### config.mk
export PLATFORM = sky130hd
export DESIGN_NAME = rc_pulse_throttle_decoder_top_flat
export DESIGN_NICKNAME = d
export VERILOG_FILES = /design/src/rtl/rcptd_pkg.sv /design/src/rtl/rcptd_in_if.sv /design/src/rtl/rcptd_out_if.sv /design/src/rtl/rc_pulse_throttle_decoder_top.sv /design/src/flat_wrapper.sv
export VERILOG_INCLUDE_DIRS = /design/src /design/src/rtl
export SDC_FILE = /design/constraint.sdc
export NUM_CORES = 1
export LEC_CHECK = 0
export ABC_AREA = 1
export BUFFER_PORTS_ARGS = -buffer_cell sky130_fd_sc_hd__buf_4
export CAP_MARGIN = 30
export CORE_MARGIN = 2
export CORE_UTILIZATION = 40
export CTS_BUF_LIST = sky130_fd_sc_hd__clkbuf_4 sky130_fd_sc_hd__clkbuf_8 sky130_fd_sc_hd__clkbuf_16
export CTS_CLUSTER_SIZE = 16
export DETAILED_ROUTE_END_ITERATION = 7
export PLACE_DENSITY = 0.55
export SYNTH_ARGS = -nofsm -noshare
export SYNTH_HDL_FRONTEND = slang
export SYNTH_SLANG_ARGS = --single-unit
### constraint.sdc
create_clock -name clk -period 14.65 [get_ports clk]
set_input_delay 1.465 -clock clk [delete_from_list [all_inputs] [get_ports clk]]
set_output_delay 1.465 -clock clk [all_outputs]
set_load 0.01 [all_outputs]
### src/rtl/rc_pulse_throttle_decoder_top_assert.svh
// Assertion macros for the throttle decoder.
// Expects signals clk and arst_n in the scope where a macro is used.
`ifndef RC_PULSE_THROTTLE_DECODER_TOP_ASSERT_SVH
`define RC_PULSE_THROTTLE_DECODER_TOP_ASSERT_SVH

// Same-cycle implication, disabled while reset is asserted.
`define RCPTD_ASSERT_NOW(label, ante, cons, msg) \
	label: assert property (@(posedge clk) disable iff (!arst_n) (ante) |-> (cons)) \
		else $error(msg);

// Next-cycle implication, disabled while reset is asserted.
`define RCPTD_ASSERT_NEXT(label, ante, cons, msg) \
	label: assert property (@(posedge clk) disable iff (!arst_n) (ante) |=> (cons)) \
		else $error(msg);

`endif

### src/rtl/rcptd_pkg.sv
// Shared types and constants of the throttle decoder.
// No dependencies; used by the result channel interface and the top level.
`timescale 1ns / 1ps
`default_nettype none

package rcptd_pkg;

	localparam int COUNT_W      = 15;
	localparam int DZ_W         = 7;
	localparam int RLIM_W       = 7;
	localparam int THR_W        = 8;
	localparam int GEAR_W       = 2;
	localparam int FILL_W       = 7;
	localparam int MAG_W        = 7;
	localparam int NUM_W        = 23;
	localparam int QUO_W        = 8;
	localparam int STEP_W       = 3;
	localparam int PADDR_W      = 5;
	localparam int PDATA_W      = 32;

	localparam int GAUGE_WIDTH_DEF = 96;

	localparam logic [COUNT_W-1:0] COUNT_MAX = '1;

	localparam logic [COUNT_W-1:0] PULSE_MIN_RST = 15'd1000;
	localparam logic [COUNT_W-1:0] PULSE_MAX_RST = 15'd2000;
	localparam logic [DZ_W-1:0]    DEADZONE_RST  = 7'd10;
	localparam logic [RLIM_W-1:0]  REV_LIMIT_RST = 7'd96;
	localparam logic [COUNT_W-1:0] TIMEOUT_RST   = 15'd25000;

	localparam logic [THR_W-1:0]  THR_OFFSET   = 8'd100;
	localparam logic [NUM_W-1:0]  FILL_DSH     = NUM_W'(100 * (2 ** (QUO_W - 1)));
	localparam logic [STEP_W-1:0] STEP_LAST    = STEP_W'(QUO_W - 1);

	localparam logic [GEAR_W-1:0] GR_NEUTRAL  = 2'd0;
	localparam logic [GEAR_W-1:0] GR_FORWARD  = 2'd1;
	localparam logic [GEAR_W-1:0] GR_BACKWARD = 2'd2;

	typedef enum logic [2:0] {
		REG_PULSE_MIN = 3'd0,
		REG_PULSE_MAX = 3'd1,
		REG_DEADZONE  = 3'd2,
		REG_REV_LIMIT = 3'd3,
		REG_TIMEOUT   = 3'd4
	} reg_idx_t;

	typedef enum logic [4:0] {
		S_IDLE   = 5'b00001,
		S_MAP    = 5'b00010,
		S_DIVIDE = 5'b00100,
		S_GAUGE  = 5'b01000,
		S_WRITE  = 5'b10000
	} state_t;

endpackage

`default_nettype wire

### src/rtl/rcptd_in_if.sv
// Input channel of the throttle decoder: one pin sample per transfer.
// No dependencies.
`timescale 1ns / 1ps
`default_nettype none

interface rcptd_in_if;
	logic valid;
	logic ready;
	logic pin_level;

	modport source (output valid, output pin_level, input ready);
	modport sink (input valid, input pin_level, output ready);
endinterface

`default_nettype wire

### src/rtl/rcptd_out_if.sv
// Result channel of the throttle decoder: one decoded result per transfer.
// Depends on rcptd_pkg for the field widths.
`timescale 1ns / 1ps
`default_nettype none

interface rcptd_out_if import rcptd_pkg::*; ();
	logic                     valid;
	logic                     ready;
	logic signed [THR_W-1:0]  throttle;
	logic [GEAR_W-1:0]        gear;
	logic [FILL_W-1:0]        gauge_fill;
	logic                     changed;
	logic                     signal_present;

	modport source (output valid, output throttle, output gear, output gauge_fill,
		output changed, output signal_present, input ready);
	modport sink (input valid, input throttle, input gear, input gauge_fill,
		input changed, input signal_present, output ready);
endinterface

`default_nettype wire

### src/rtl/rc_pulse_throttle_decoder_top.sv
// Throttle decoder for an RC servo pulse train.
// The sample channel carries one pin sample per transfer, nominally one per microsecond tick.
// Each high pulse is measured in samples; when it ends, or when the timeout register's count
// of samples passes without a complete pulse, one result goes out on the result channel.
// A sample that yields no result leaves the block idle, so it stays ready for the next
// sample. A completed pulse is worked through in order: the sample is taken, the width is
// clamped, the throttle division runs, gear and gauge scaling are worked out, the gauge
// division runs and the output register is loaded; only then can the next sample be taken.
// A width clamped to either limit skips the throttle division.
// Both divisions run through one shared restoring divider that retires a single
// quotient bit per cycle.
// Results sit in an output register; while a result waits for the receiver, further
// samples are still taken, and only a new result stalls (in its write cycle) until
// the register is free. Nothing is ever dropped.
// Reset (arst_n low) loads the register defaults, clears the pulse and timeout
// counters, the previous pin level and the last throttle, and empties the output.
// The user writes configuration over the APB port at byte address 4*index only while the
// block is idle; the block does not enforce this. Reads return the stored register value.
// Depends on rcptd_pkg, rcptd_in_if, rcptd_out_if and the assertion macro header.
`timescale 1ns / 1ps
`default_nettype none

module rc_pulse_throttle_decoder_top
	import rcptd_pkg::*;
#(
	parameter int GAUGE_WIDTH = GAUGE_WIDTH_DEF
) (
	input  wire                clk,
	input  wire                arst_n,
	rcptd_in_if.sink           sample,
	rcptd_out_if.source        result,
	input  wire                psel,
	input  wire                penable,
	input  wire                pwrite,
	input  wire [PADDR_W-1:0]  paddr,
	input  wire [PDATA_W-1:0]  pwdata,
	output logic [PDATA_W-1:0] prdata,
	output logic               pready
);

	`include "rc_pulse_throttle_decoder_top_assert.svh"

	// The span of the gauge needs enough bits to hold GAUGE_WIDTH itself.
	localparam int SPAN_W = $clog2(GAUGE_WIDTH + 1);
	localparam int PROD_W = MAG_W + SPAN_W;
	// The reverse limit is compared against the gauge width at the wider of the two.
	localparam int CMP_W  = (SPAN_W > RLIM_W) ? SPAN_W : RLIM_W;

	// Configuration registers.
	logic [COUNT_W-1:0] pulse_min_q;
	logic [COUNT_W-1:0] pulse_max_q;
	logic [DZ_W-1:0]    deadzone_q;
	logic [RLIM_W-1:0]  rev_limit_q;
	logic [COUNT_W-1:0] timeout_q;

	// Pulse measurement state.
	logic               prev_level_q;
	logic [COUNT_W-1:0] high_count_q;
	logic [COUNT_W-1:0] wait_count_q;
	logic signed [THR_W-1:0] last_thr_q;

	// Sequencer and working registers.
	state_t             state_q;
	logic [COUNT_W-1:0] width_q;
	logic signed [THR_W-1:0] thr_q;
	logic [GEAR_W-1:0]  gear_q;
	logic [FILL_W-1:0]  fill_q;
	logic               chg_q;
	logic               present_q;
	logic               phase_thr_q;

	// Shared restoring divider.
	logic [NUM_W-1:0]   rem_q;
	logic [NUM_W-1:0]   dsh_q;
	logic [QUO_W-1:0]   quo_q;
	logic [STEP_W-1:0]  step_q;

	// Output register.
	logic               out_valid_q;
	logic signed [THR_W-1:0] out_thr_q;
	logic [GEAR_W-1:0]  out_gear_q;
	logic [FILL_W-1:0]  out_fill_q;
	logic               out_chg_q;
	logic               out_present_q;

	logic               sample_take;
	logic               cfg_write;
	reg_idx_t           cfg_idx;

	// ------------------------------------------------------------------
	// Configuration port. Writes complete in the access phase; reads are
	// served straight from the registers.
	// ------------------------------------------------------------------
	assign pready    = 1'b1;
	assign cfg_write = psel && penable && pwrite && pready;
	assign cfg_idx   = reg_idx_t'(paddr[PADDR_W-1:2]);

	always_ff @(posedge clk or negedge arst_n) begin
		if (!arst_n) begin
			pulse_min_q <= PULSE_MIN_RST;
			pulse_max_q <= PULSE_MAX_RST;
			deadzone_q  <= DEADZONE_RST;
			rev_limit_q <= REV_LIMIT_RST;
			timeout_q   <= TIMEOUT_RST;
		end else if (cfg_write) begin
			unique case (cfg_idx)
				REG_PULSE_MIN: pulse_min_q <= pwdata[COUNT_W-1:0];
				REG_PULSE_MAX: pulse_max_q <= pwdata[COUNT_W-1:0];
				REG_DEADZONE:  deadzone_q  <= pwdata[DZ_W-1:0];
				REG_REV_LIMIT: rev_limit_q <= pwdata[RLIM_W-1:0];
				REG_TIMEOUT:   timeout_q   <= pwdata[COUNT_W-1:0];
				default: ;
			endcase
		end
	end

	always_comb begin
		unique case (cfg_idx)
			REG_PULSE_MIN: prdata = PDATA_W'(pulse_min_q);
			REG_PULSE_MAX: prdata = PDATA_W'(pulse_max_q);
			REG_DEADZONE:  prdata = PDATA_W'(deadzone_q);
			REG_REV_LIMIT: prdata = PDATA_W'(rev_limit_q);
			REG_TIMEOUT:   prdata = PDATA_W'(timeout_q);
			default:       prdata = '0;
		endcase
	end

	// ------------------------------------------------------------------
	// Pulse measurement on each accepted sample. A rising edge (or a high
	// pin on the very first sample) starts a count of one; the count
	// saturates. A falling edge with a live count completes the pulse.
	// ------------------------------------------------------------------
	logic               pulse_done;
	logic [COUNT_W-1:0] high_next;
	logic [COUNT_W-1:0] wait_inc;
	logic               timeout_hit;

	always_comb begin
		high_next  = high_count_q;
		pulse_done = 1'b0;
		if (sample.pin_level) begin
			if (!prev_level_q) begin
				high_next = COUNT_W'(1);
			end else if (high_count_q != '0 && high_count_q != COUNT_MAX) begin
				high_next = high_count_q + COUNT_W'(1);
			end
		end else if (prev_level_q && high_count_q != '0) begin
			pulse_done = 1'b1;
			high_next  = '0;
		end
		wait_inc    = wait_count_q + COUNT_W'(wait_count_q != COUNT_MAX);
		// A timeout register of zero behaves like one, as wait_inc is never zero.
		timeout_hit = !pulse_done && (wait_inc >= timeout_q);
	end

	assign sample.ready = (state_q == S_IDLE);
	assign sample_take  = sample.valid && sample.ready;

	// ------------------------------------------------------------------
	// Clamp and division set-up, gear and gauge set-up, divider step.
	// ------------------------------------------------------------------
	logic [COUNT_W-1:0] width_off;
	logic [COUNT_W-1:0] pulse_range;
	logic [NUM_W-1:0]   thr_num;
	logic               at_min;
	logic               at_max;

	// Offset times 200, built as x*128 + x*64 + x*8.
	assign width_off   = width_q - pulse_min_q;
	assign pulse_range = pulse_max_q - pulse_min_q;
	assign thr_num     = NUM_W'({width_off, 7'b0}) + NUM_W'({width_off, 6'b0})
		+ NUM_W'({width_off, 3'b0});
	assign at_min      = (width_q <= pulse_min_q);
	assign at_max      = (width_q >= pulse_max_q);

	logic signed [THR_W:0] thr_ext;
	logic signed [THR_W:0] dz_ext;
	logic                  is_drive;
	logic                  is_reverse;
	logic [MAG_W-1:0]      thr_mag;
	logic [CMP_W-1:0]      rlim_ext;
	logic [SPAN_W-1:0]     span;
	logic [SPAN_W-1:0]     span_m1;
	logic [PROD_W-1:0]     fill_num;

	assign thr_ext    = {thr_q[THR_W-1], thr_q};
	assign dz_ext     = $signed({2'b00, deadzone_q});
	assign is_drive   = thr_ext > dz_ext;
	assign is_reverse = thr_ext < -dz_ext;
	assign thr_mag    = thr_q[THR_W-1] ? MAG_W'(-thr_q) : thr_q[MAG_W-1:0];
	assign rlim_ext   = (rev_limit_q == '0) ? CMP_W'(1) : CMP_W'(rev_limit_q);

	always_comb begin
		span = SPAN_W'(GAUGE_WIDTH);
		if (is_reverse && rlim_ext < CMP_W'(GAUGE_WIDTH)) begin
			span = SPAN_W'(rlim_ext);
		end
	end

	assign span_m1  = span - SPAN_W'(1);
	assign fill_num = PROD_W'(thr_mag) * PROD_W'(span_m1);

	logic             div_ge;
	logic [QUO_W-1:0] quo_next;

	assign div_ge   = (rem_q >= dsh_q);
	assign quo_next = {quo_q[QUO_W-2:0], div_ge};

	// ------------------------------------------------------------------
	// Sequencer.
	// ------------------------------------------------------------------
	always_ff @(posedge clk or negedge arst_n) begin
		if (!arst_n) begin
			state_q      <= S_IDLE;
			prev_level_q <= 1'b0;
			high_count_q <= '0;
			wait_count_q <= '0;
			last_thr_q   <= '0;
			phase_thr_q  <= 1'b0;
			step_q       <= '0;
		end else begin
			unique case (state_q)
				S_IDLE: begin
					if (sample_take) begin
						prev_level_q <= sample.pin_level;
						if (pulse_done) begin
							high_count_q <= high_next;
							wait_count_q <= '0;
							state_q      <= S_MAP;
						end else if (timeout_hit) begin
							// A pulse still high is dropped and never reported.
							high_count_q <= '0;
							wait_count_q <= '0;
							state_q      <= S_WRITE;
						end else begin
							high_count_q <= high_next;
							wait_count_q <= wait_inc;
						end
					end
				end
				S_MAP: begin
					if (at_min || at_max) begin
						state_q <= S_GAUGE;
					end else begin
						phase_thr_q <= 1'b1;
						step_q      <= '0;
						state_q     <= S_DIVIDE;
					end
				end
				S_DIVIDE: begin
					step_q <= step_q + STEP_W'(1);
					if (step_q == STEP_LAST) begin
						state_q <= phase_thr_q ? S_GAUGE : S_WRITE;
					end
				end
				S_GAUGE: begin
					last_thr_q  <= thr_q;
					phase_thr_q <= 1'b0;
					step_q      <= '0;
					state_q     <= S_DIVIDE;
				end
				S_WRITE: begin
					if (!out_valid_q || result.ready) begin
						state_q <= S_IDLE;
					end
				end
				default: state_q <= S_IDLE;
			endcase
		end
	end

	// Working registers of the result and the divider datapath.
	always_ff @(posedge clk) begin
		unique case (state_q)
			S_IDLE: begin
				width_q <= high_count_q;
				if (sample_take && !pulse_done && timeout_hit) begin
					thr_q     <= '0;
					gear_q    <= GR_NEUTRAL;
					fill_q    <= '0;
					chg_q     <= 1'b0;
					present_q <= 1'b0;
				end
			end
			S_MAP: begin
				present_q <= 1'b1;
				if (at_min) begin
					thr_q <= -$signed(THR_OFFSET);
				end else if (at_max) begin
					thr_q <= $signed(THR_OFFSET);
				end
				rem_q <= thr_num;
				dsh_q <= NUM_W'({pulse_range, {(QUO_W-1){1'b0}}});
				quo_q <= '0;
			end
			S_DIVIDE: begin
				if (div_ge) begin
					rem_q <= rem_q - dsh_q;
				end
				dsh_q <= dsh_q >> 1;
				quo_q <= quo_next;
				if (step_q == STEP_LAST) begin
					if (phase_thr_q) begin
						thr_q <= $signed(quo_next - THR_OFFSET);
					end else begin
						fill_q <= quo_next[FILL_W-1:0];
					end
				end
			end
			S_GAUGE: begin
				if (is_drive) begin
					gear_q <= GR_FORWARD;
				end else if (is_reverse) begin
					gear_q <= GR_BACKWARD;
				end else begin
					gear_q <= GR_NEUTRAL;
				end
				chg_q <= (thr_q != last_thr_q);
				rem_q <= NUM_W'(fill_num);
				dsh_q <= FILL_DSH;
				quo_q <= '0;
			end
			S_WRITE: ;
			default: ;
		endcase
	end

	// ------------------------------------------------------------------
	// Output register.
	// ------------------------------------------------------------------
	logic out_load;

	assign out_load = (state_q == S_WRITE) && (!out_valid_q || result.ready);

	always_ff @(posedge clk or negedge arst_n) begin
		if (!arst_n) begin
			out_valid_q <= 1'b0;
		end else if (out_load) begin
			out_valid_q <= 1'b1;
		end else if (result.ready) begin
			out_valid_q <= 1'b0;
		end
	end

	always_ff @(posedge clk) begin
		if (out_load) begin
			out_thr_q     <= thr_q;
			out_gear_q    <= gear_q;
			out_fill_q    <= fill_q;
			out_chg_q     <= chg_q;
			out_present_q <= present_q;
		end
	end

	assign result.valid          = out_valid_q;
	assign result.throttle       = out_thr_q;
	assign result.gear           = out_gear_q;
	assign result.gauge_fill     = out_fill_q;
	assign result.changed        = out_chg_q;
	assign result.signal_present = out_present_q;

	// ------------------------------------------------------------------
	// Assertions.
	// ------------------------------------------------------------------
	`RCPTD_ASSERT_NEXT(a_load_shows, out_load, result.valid, "loaded result not presented")
	`RCPTD_ASSERT_NEXT(a_thr_range,
		(state_q == S_DIVIDE) && (step_q == STEP_LAST) && phase_thr_q,
		($signed(thr_q) >= -8'sd100) && ($signed(thr_q) <= 8'sd99),
		"divided throttle out of range")
	`RCPTD_ASSERT_NOW(a_timeout_quiet, result.valid && !result.signal_present,
		(result.throttle == '0) && (result.gear == GR_NEUTRAL) && !result.changed,
		"timeout result carries a throttle")
	`RCPTD_ASSERT_NOW(a_drive_sign, result.valid && (result.gear == GR_FORWARD),
		!result.throttle[THR_W-1] && (result.throttle != '0),
		"drive gear with non-positive throttle")

endmodule

`default_nettype wire

### src/flat_wrapper.sv
// flat-port wrapper written by rule: the top's interface ports become plain ports
module rc_pulse_throttle_decoder_top_flat import rcptd_pkg::*;
#(
	parameter int GAUGE_WIDTH = GAUGE_WIDTH_DEF
)
  (clk, arst_n, psel, penable, pwrite, paddr, pwdata, prdata, pready, sample_valid, sample_pin_level, sample_ready, result_valid, result_throttle, result_gear, result_gauge_fill, result_changed, result_signal_present, result_ready);
  rcptd_in_if sample_i ();
  rcptd_out_if result_i ();
  input  wire clk;
  input  wire arst_n;
  input  wire psel;
  input  wire penable;
  input  wire pwrite;
  input  wire [PADDR_W-1:0] paddr;
  input  wire [PDATA_W-1:0] pwdata;
  output logic [PDATA_W-1:0] prdata;
  output logic pready;
  input wire logic [$bits(sample_i.valid)-1:0] sample_valid;
  input wire logic [$bits(sample_i.pin_level)-1:0] sample_pin_level;
  output wire logic [$bits(sample_i.ready)-1:0] sample_ready;
  output wire logic [$bits(result_i.valid)-1:0] result_valid;
  output wire logic [$bits(result_i.throttle)-1:0] result_throttle;
  output wire logic [$bits(result_i.gear)-1:0] result_gear;
  output wire logic [$bits(result_i.gauge_fill)-1:0] result_gauge_fill;
  output wire logic [$bits(result_i.changed)-1:0] result_changed;
  output wire logic [$bits(result_i.signal_present)-1:0] result_signal_present;
  input wire logic [$bits(result_i.ready)-1:0] result_ready;
  assign sample_i.valid = sample_valid;
  assign sample_i.pin_level = sample_pin_level;
  assign sample_ready = sample_i.ready;
  assign result_valid = result_i.valid;
  assign result_throttle = result_i.throttle;
  assign result_gear = result_i.gear;
  assign result_gauge_fill = result_i.gauge_fill;
  assign result_changed = result_i.changed;
  assign result_signal_present = result_i.signal_present;
  assign result_i.ready = result_ready;
  rc_pulse_throttle_decoder_top #(.GAUGE_WIDTH(GAUGE_WIDTH)) u_core (.clk(clk), .arst_n(arst_n), .sample(sample_i), .result(result_i), .psel(psel), .penable(penable), .pwrite(pwrite), .paddr(paddr), .pwdata(pwdata), .prdata(prdata), .pready(pready));
endmodule
* Word level (Yosys, flattened, before mapping)
Index checks and enable logic that the tools add are counted.
Cells by class: add/subtract/negate cells 12, multipliers 1, divide/modulo/power cells 0, magnitude comparators 7, equal/unequal tests 23, shifts and indexed selects 0, mux-type cells 49, bitwise operators 0, reduce and logical (&&, ||, !) cells 40
Operators by type and width (count):
- $pmux W23 S3 | 2
- $mux W15 | 8
- $pmux W15 S5 | 1
- $mux W7 | 6
- $mux W8 | 5
- $ge A15 B15 Y1 | 2
- $mux W5 | 6
- $ne A15 B15 Y1 const B | 2
- $sub A15 B15 Y15 | 2
- $pmux W7 S2 | 2
- $pmux W5 S5 | 1
- $pmux W8 S3 | 1
- $add A22 B21 Y23 | 1
- $add A23 B18 Y23 | 1
- $ge A23 B23 Y1 | 1
- $mux W23 | 1
- $sub A23 B23 Y23 | 1
- $reduce_and A2 Y1 | 11
- $add A15 B1 Y15 | 1
- $add A15 B1 Y15 const B | 1
- $le A15 B15 Y1 | 1
- $reduce_bool A15 Y1 | 1
- $mul A7 B7 Y14 | 1
- $reduce_bool A2 Y1 | 6
- other kinds (37) | 67
Storage, ports and cells: flip-flop bits (word level) 214, bits in latches 0, bits in writable memories 0, ROM bits 0, input bits 45, output and inout port bits 54, logic and storage cells 159, memories kept 0

* Longest topological paths before layout
Gate-level depths: netlist of run 1.
depth after elaboration 10, mapped depth 39, gate-level depth less buffers 39

* Least setup slack after synthesis of run 1
Ideal clock, no wire load.
kind register to register, from register u_core.deadzone_q[1], to register u_core.rem_q[13] (data pin), setup time 0.264 ns, data arrival time 6.069 ns, data required time 14.386 ns, setup slack 8.317 ns, stages on the path, launching flop included 37, buffers on the path 0, period minus slack after synthesis 6.333 ns, path through dfstp_2 inv_1 ha_1 nand3_1 nor2_1 nand2_1 nor2_1 ha_1 a21o_1 nor2_1 nand2_1 nand2_1 nand2_1 nand2_1 inv_2 nand2_1 ha_1 nand3_1 nand2_1 nand3_1 fa_1 fa_1 inv_1 fa_1 inv_1 fa_1 inv_1 ha_1 inv_1 nor3_1 nand2_1 o211ai_1 nand2_1 nand3b_1 a21oi_1 o21ai_0 nand3_1
Between the ends: word-level cells in the longest chain between the ends 7
Ends and longest elaborated chain:
- start: declaration | line rc_pulse_throttle_decoder_top.sv:52 | logic [DZ_W-1:0] deadzone_q;
- start signal: assignment | line rc_pulse_throttle_decoder_top.sv:109 | REG_DEADZONE: deadzone_q <= pwdata[DZ_W-1:0];
- $neg A7 Y9 | line rc_pulse_throttle_decoder_top.sv:189 | assign is_reverse = thr_ext < -dz_ext;
- $lt A8 B9 Y1 | line rc_pulse_throttle_decoder_top.sv:189
- $logic_and A1 B1 Y1 | line rc_pulse_throttle_decoder_top.sv:195 | if (is_reverse && rlim_ext < CMP_W'(GAUGE_WIDTH)) begin
- $mux W7 | line rc_pulse_throttle_decoder_top.sv:195
- $sub A7 B1 Y7 | line rc_pulse_throttle_decoder_top.sv:200 | assign span_m1 = span - SPAN_W'(1);
- $mul A7 B7 Y14 | line rc_pulse_throttle_decoder_top.sv:201 | assign fill_num = PROD_W'(thr_mag) * PROD_W'(span_m1);
- $pmux W23 S3 | line rc_pulse_throttle_decoder_top.sv:274 | unique case (state_q)
- end signal: assignment | line rc_pulse_throttle_decoder_top.sv:292 | rem_q <= thr_num;
- end signal: assignment | line rc_pulse_throttle_decoder_top.sv:298 | rem_q <= rem_q - dsh_q;
- end signal: assignment | line rc_pulse_throttle_decoder_top.sv:319 | rem_q <= NUM_W'(fill_num);
- end: declaration | line rc_pulse_throttle_decoder_top.sv:73 | logic [NUM_W-1:0] rem_q;
Every way passes these cells. A chain may end at the register's enable or synchronous reset.

* Worst setup path in the final report of run 1
Same ends and word-level chain as after synthesis.

==> summary.txt, run 1 <==
Logic synthesis
  – Mean Syn Cell Area: 7.999 um^2
  – Post-synth top flop: edfxtp_1
  – EDFF count, synth: 105
  – Yosys warning total: 0
  – Async SR Flop Fraction: 50.70%
  – Main combinational cell family by area after synthesis: simple AND/OR/NAND/NOR gates
  – Mapped Cells: 2049
  – Synth Register Bits: 213
  – Synth Area in XOR/XNOR: 3.573%
  – Post-synth top area cell: edfxtp_1
  – Mux cell area share after synthesis: 0%
  – Synth top cells by count: nand2_1 (414), inv_1 (328), o21ai_0 (168)
  – Most common cell in the synthesized netlist: nand2_1
  – Top cell type's share of synthesized area: 19.24%
  – Post-synthesis simple-gate area fraction: 20.78%
  – Synth Area in Compound Gates: 13.54%
  – Area contributors post-synth: edfxtp_1 (19%), dfrtp_1 (13%), ha_1 (12%), nand2_1 (9.5%), inv_1 (7.5%)
  – Share of the yosys chip area belonging to registers: 35.90%
  – Yosys cell types: 55
  – Synth Area in Adders: 16.75%
  – Mapped Area: 16390 um^2

STA
  – Final Hold Vio Count: 0
  – Fin Setup TNS: 0 ps
  – Final setup violation count: 0
  – Tcrit/Tclk final: 50.23%
  – Worst-margin pin slew: 985.2 ps
  – Worst Clk Skew: 22.40 ps
  – Max Fclk: 135.9 MHz
  – RSZ-0062 raised after global routing: false
  – Slew Viols, Final: 0
  – Rel. slew slack: 34.25%
  – Tmin final: 7359 ps

Global routing
  – Grt ovf: 0
  – Vias in the first global route: 13450
  – Largest net degree at the start of global routing: 68
  – Antenna violations before repair: 0
  – First-pass GRT wire length: 72.17 mm
  – GRT Overall Usage: 21.56%

Worst setup path
  – R2R Setup Slk: 7290 ps
  – Arr. time, crit path: 7650 ps
  – Worst Path Required: 14940 ps
  – R2R depth: 35
  – CP max stage cell: dfstp_2
  – WS Path Type: reg2reg
  – R2R Path End: u_core.rem_q[13]
  – RR Startpoint: u_core.deadzone_q[1]
  – CP endpoint kind: flip-flop
  – Slowest stage delay, CP: 570 ps
  – Worst setup SP type: flip-flop
  – Crit Path Max Fanout: 8

Drt
  – Via count: 13900
  – Avg Vias per Cell: 5.211
  – Drc violations: 0
  – Final ANT Viol Nets: 0
  – TritonRoute pass-1 iters: 5
  – Total Wirelength: 45.24 mm
  – Drt wl/cell: 16.96 um
  – 1st-iter DRT viols: 1063

Placement
  – Placed insts: 2618
  – Detailed Place HPWL: 35.51 mm
  – Port Buffers: 61
  – Routability cong.: 0.8764

Clock network
  – Cts bufs inserted: 27
  – Post-cts gate resize count: 0
  – CTS Sinks: 213
  – H-Tree Depth: 1
  – Longest Clk Path Bufs: 3
  – Clk Latency, worst-skew pair: 570 ps
  – Clock Tree Root: clkbuf_16
  – CTS clk-pin slew, worst paths: 60 ps
  – CTS tree: done
  – Post-CTS Setup Bufs: 0
  – CTS Hold Bufs: 0

Finish
  – Syn-to-layout area delta: 12.31%
  – Ant diodes: 0
  – Layout cell share with drive strength beyond 1: 8.567%
  – Layout fillers: 4042
  – Layout Cells excl Fill: 2668
  – Final Net Count: 2356

Die
  – Core Area: 40650 um^2
  – Die H: 206.4 um
  – Die Area: 42610 um^2
  – DIE WIDTH: 206.4 um
  – Initial Util: 40.33%
  – Rows: 74
  – I/O Pins: 99

Worst hold path
  – Min-Delay Startpoint: u_core.chg_q
  – Min-delay worst type: reg2reg
  – Worst hold stages: 0
  – Hold EP: u_core.result.changed

Outcome
  – Status: completed

Run
  – Max cap viols: 0
per-layer routing:
| metal | wire length, um | vias to the layer above | track usage (%) |
|---|---|---|---|
| met2 | 20790 | 347 | 35.32 |
| met1 | 20390 | 6537 | 28.87 |
| li1 | - | 6938 | - |
| met5 | 0 | - | 0 |
| met4 | 1542 | 0 | 7.602 |
| met3 | 2507 | 81 | 3.327 |
kinds of logic (layout without fill, tap and decap cells):
family | count (synthesis) | in the layout
xor gates and xnor gates | 66 | 66
AOI/OAI and AO/OA | 399 | 399
buffers and inverters | 386 | 457
adders and majority gates | 196 | 196
other | 2 | 18
and+or+nand+nor | 787 | 787
DFF | 213 | 213
flip-flops by register name, summed over array words and instances (netlist names), 2 cells and up:
signal                    count
u_core.last_thr_q             8
u_core.fill_q                 7
u_core.gear_q                 2
u_core.result.throttle        8
u_core.wait_count_q          15
u_core.dsh_q                 22
u_core.result.gauge_fill      7
u_core.rev_limit_q            7
u_core.timeout_q             15
u_core.result.gear            2
u_core.high_count_q          15
u_core.deadzone_q             7
u_core.pulse_max_q           15
u_core.state_q                5
u_core.thr_q                  8
u_core.width_q               15
u_core.quo_q                  7
u_core.pulse_min_q           15
u_core.rem_q                 23
u_core.step_q                 3
worst max-delay path by stage:
stage,cells after the start,from,endpoint
floorplan,36,u_core.deadzone_q[1],u_core.rem_q[13]
global placement,35,u_core.deadzone_q[1],u_core.rem_q[13]
detailed placement,35,u_core.deadzone_q[1],u_core.rem_q[13]
CTS,35,u_core.deadzone_q[1],u_core.rem_q[13]
global route,35,u_core.deadzone_q[2],u_core.rem_q[13]
finish,35,u_core.deadzone_q[1],u_core.rem_q[13]
worst max-delay path, delay by kind of cell, from the launching register on:
kind	cells	cell delay, ps
fa+ha+maj	8	3300
simple gates	15	1750
compound gates	4	610
flops	1	570
buf+inv	7	460
xor+xnor	1	390
placed cells by master, fill, tap and decap left out, types with 5 or more instances in the layout:
| cell type | n |
|---|---|
| nor4_1 | 9 |
| o22ai_1 | 15 |
| nor2_1 | 154 |
| clkbuf_16 | 27 |
| xnor2_1 | 15 |
| a21boi_0 | 6 |
| o221ai_1 | 14 |
| xor2_1 | 50 |
| o21ai_0 | 168 |
| dfrtp_1 | 85 |
| buf_4 | 69 |
| o31ai_1 | 7 |
| edfxtp_1 | 105 |
| nand2_1 | 414 |
| inv_2 | 7 |
| conb_1 | 18 |
| o211ai_1 | 7 |
| bufinv_16 | 6 |
| ha_1 | 157 |
| fa_1 | 39 |
| a31oi_1 | 5 |
| nor3_1 | 40 |
| inv_1 | 328 |
| dfstp_2 | 23 |
| a21o_1 | 11 |
| a21oi_1 | 132 |
| or2_2 | 11 |
| o21ai_1 | 14 |
| nand3_1 | 107 |
| nand4_1 | 24 |
| a221oi_1 | 7 |
| nand3b_1 | 6 |
per-stage QoR:
stage                     cell area [um^2]  worst slack, ps  hold WS (ps)  util (%)
after floorplan                      16450             8317         400.3         -
after global placement               17360             7392         401.7     42.70
after detailed placement             17410             7308         405.4     42.83
after CTS                            18410             7286         420.1     45.29
after global routing                 18410             6619         427.3     45.29
final                                18410             7291         417.9     45.29
final cells by class:
type | count | area [um^2] | area share, %
Tap cell | 532 | 665.6 | 3.616
Timing Repair Buffer | 72 | 571.8 | 3.106
Clock buffer | 32 | 725.7 | 3.942
Sequential cell | 213 | 5884 | 31.97
Clock inverter | 18 | 271.5 | 1.475
Multi-Input combinational cell | 1466 | 9031 | 49.06
Inverter | 335 | 1257 | 6.831
Power of run 1 is left out: the tool's default activity adds up to more than one toggle a clock period on the data nets, which glitch-free logic cannot reach.
==> inputs of run 2 (changes only) <==
Clock period 14.65 ns to 7.6 ns, I/O delays scaled along.
==> run 2 against run 1 <==
Sequential share of layout area up 0.11 points. Final cell count about the same. Utilization shrank 0.16 points. Die area unchanged. First-iteration DRC count shrank 28%. Critical path depth is 1 higher. Fmax up 5.6%. Critical path type unchanged.
==> summary.txt, run 2 (synthesized netlist as in run 1, its figures left out) <==
Outcome
  – Status: completed

Worst setup path
  – CP Launch Point: u_core.deadzone_q[1]
  – Crit Path Max Fanout: 8
  – Worst setup SP type: flip-flop
  – WS Path Type: reg2reg
  – R2R Path End: u_core.rem_q[13]
  – R2R depth: 36
  – Critical path endpoint: u_core.rem_q[13]
  – CP max stage cell: dfstp_2
  – RR Startpoint: u_core.deadzone_q[1]
  – Crit-path most repeated cell: nand2_1
  – CP endpoint kind: flip-flop
  – R2R Setup Slk: 630 ps
  – Arr. time, crit path: 7250 ps
  – Slowest stage delay, CP: 560 ps
  – Worst Path Required: 7880 ps

Clock network
  – Cts bufs inserted: 26
  – Clock Tree Root: clkbuf_16
  – Clk Latency, worst-skew pair: 570 ps
  – CTS clk-pin slew, worst paths: 60 ps
  – CTS Hold Bufs: 0
  – Post-CTS Setup Bufs: 0
  – Longest Clk Path Bufs: 3
  – CTS Sinks: 213
  – H-Tree Depth: 1
  – Post-cts gate resize count: 0
  – CTS tree: done

Drt
  – Met3 wire length: 1.779 mm
  – TritonRoute pass-1 iters: 7
  – Drc violations: 0
  – Met2 WL: 21.15 mm
  – 1st-iter DRT viols: 767
  – Via count: 13840
  – Avg Vias per Cell: 5.185
  – Total Wirelength: 45.49 mm
  – Max Used Layer: met4
  – Drt wl/cell: 17.04 um
  – DRT met1 WL: 21.45 mm
  – Final ANT Viol Nets: 0

Finish
  – Ant diodes: 0
  – Layout Cells excl Fill: 2669
  – Max reg flops: 23
  – Layout fillers: 4099
  – Top flop regs: u_core.rem_q: 23 flops, u_core.dsh_q: 22 flops
  – Final Net Count: 2358
  – Core Util, Final: 45.13%
  – Reg with most FFs: u_core.rem_q
  – Commonest cells after routing, fill and taps aside: nand2_1 (413), inv_1 (328), o21ai_0 (168)
  – Layout cell share with drive strength beyond 1: 8.563%
  – Finished Cell Area: 18340 um^2
  – Most common cell after layout, fill and taps aside: nand2_1
  – Syn-to-layout area delta: 11.92%

Die
  – Initial Util: 40.33%
  – Core Area: 40650 um^2
  – I/O Pins: 99
  – Rows: 74
  – DIE WIDTH: 206.4 um
  – Die H: 206.4 um
  – Die Area: 42610 um^2

STA
  – Tcrit/Tclk final: 91.67%
  – Final Hold Vio Count: 0
  – Fin Setup TNS: 0 ps
  – Final setup violation count: 0
  – Worst Clk Skew: 33.85 ps
  – Max Fclk: 143.5 MHz
  – RSZ-0062 raised after global routing: false
  – Tmin final: 6967 ps
  – Rel. slew slack: 37.90%
  – Worst-margin pin slew: 929.3 ps
  – Slew Viols, Final: 0

Placement
  – Placed insts: 2620
  – Post-DP Area: 17430 um^2
  – Detailed Place HPWL: 35.89 mm
  – Routability cong.: 0.8680
  – Port Buffers: 61

Global routing
  – Grt ovf: 0
  – GRT Overall Usage: 21.80%
  – Largest net degree at the start of global routing: 66
  – First-pass GRT wire length: 72.88 mm
  – Vias in the first global route: 13230
  – Antenna violations before repair: 0

Run
  – Max cap viols: 0

Worst hold path
  – Min-delay worst type: in2async
## run 2: changes by cell type in the layout (fill, tap and decap cells not counted), sizes merged
cell,delta
clkinvlp,-1
bufinv,-2
buf,+3
inv,-4
clkinv,+5
## run 2: final cells by class
type	instances	area (um^2)	area share (%)
Inverter	335	1257	6.855
Timing Repair Buffer	75	601.8	3.281
Clock inverter	16	202.7	1.105
Sequential cell	213	5884	32.08
Multi-Input combinational cell	1466	9036	49.26
Clock buffer	32	695.7	3.792
Tap cell	532	665.6	3.629
## run 2: worst min path at each step
stage | start | end | slack (ps) | cells after the start
after global routing | arst_n | u_core.wait_count_q[1] | 250 | 1
after CTS | arst_n | u_core.wait_count_q[2] | 210 | 1
after detailed placement | u_core.fill_q[1] | u_core.result.gauge_fill[1] | 410 | 0
after floorplan | u_core.chg_q | u_core.result.changed | 400 | 0
final | arst_n | u_core.wait_count_q[1] | 210 | 1
after global placement | u_core.fill_q[1] | u_core.result.gauge_fill[1] | 400 | 0
## run 2: per-layer routing
layer,track usage [%],vias to the layer above
met5,0,-
met4,5.587,0
met3,2.523,66
met2,35.91,292
met1,30.41,6538
li1,-,6944
## run 2: per-stage QoR
stage               hold WS (ps)  setup slack [ps]
CTS                        214.9             431.5
detailed placement         405.6             466.5
floorplan                  400.3              1267
finish                     213.3             633.5
global placement           402.0             537.6
global route               246.0             41.62
## run 2: critical path, delay by kind of cell (launching register included)
family          cells  cell delay (ps)
flops               1              560
buf+inv             6              340
fa+ha+maj           8             3330
compound gates      4              560
simple gates       18             1910
Power of run 2 is left out for the same reason.
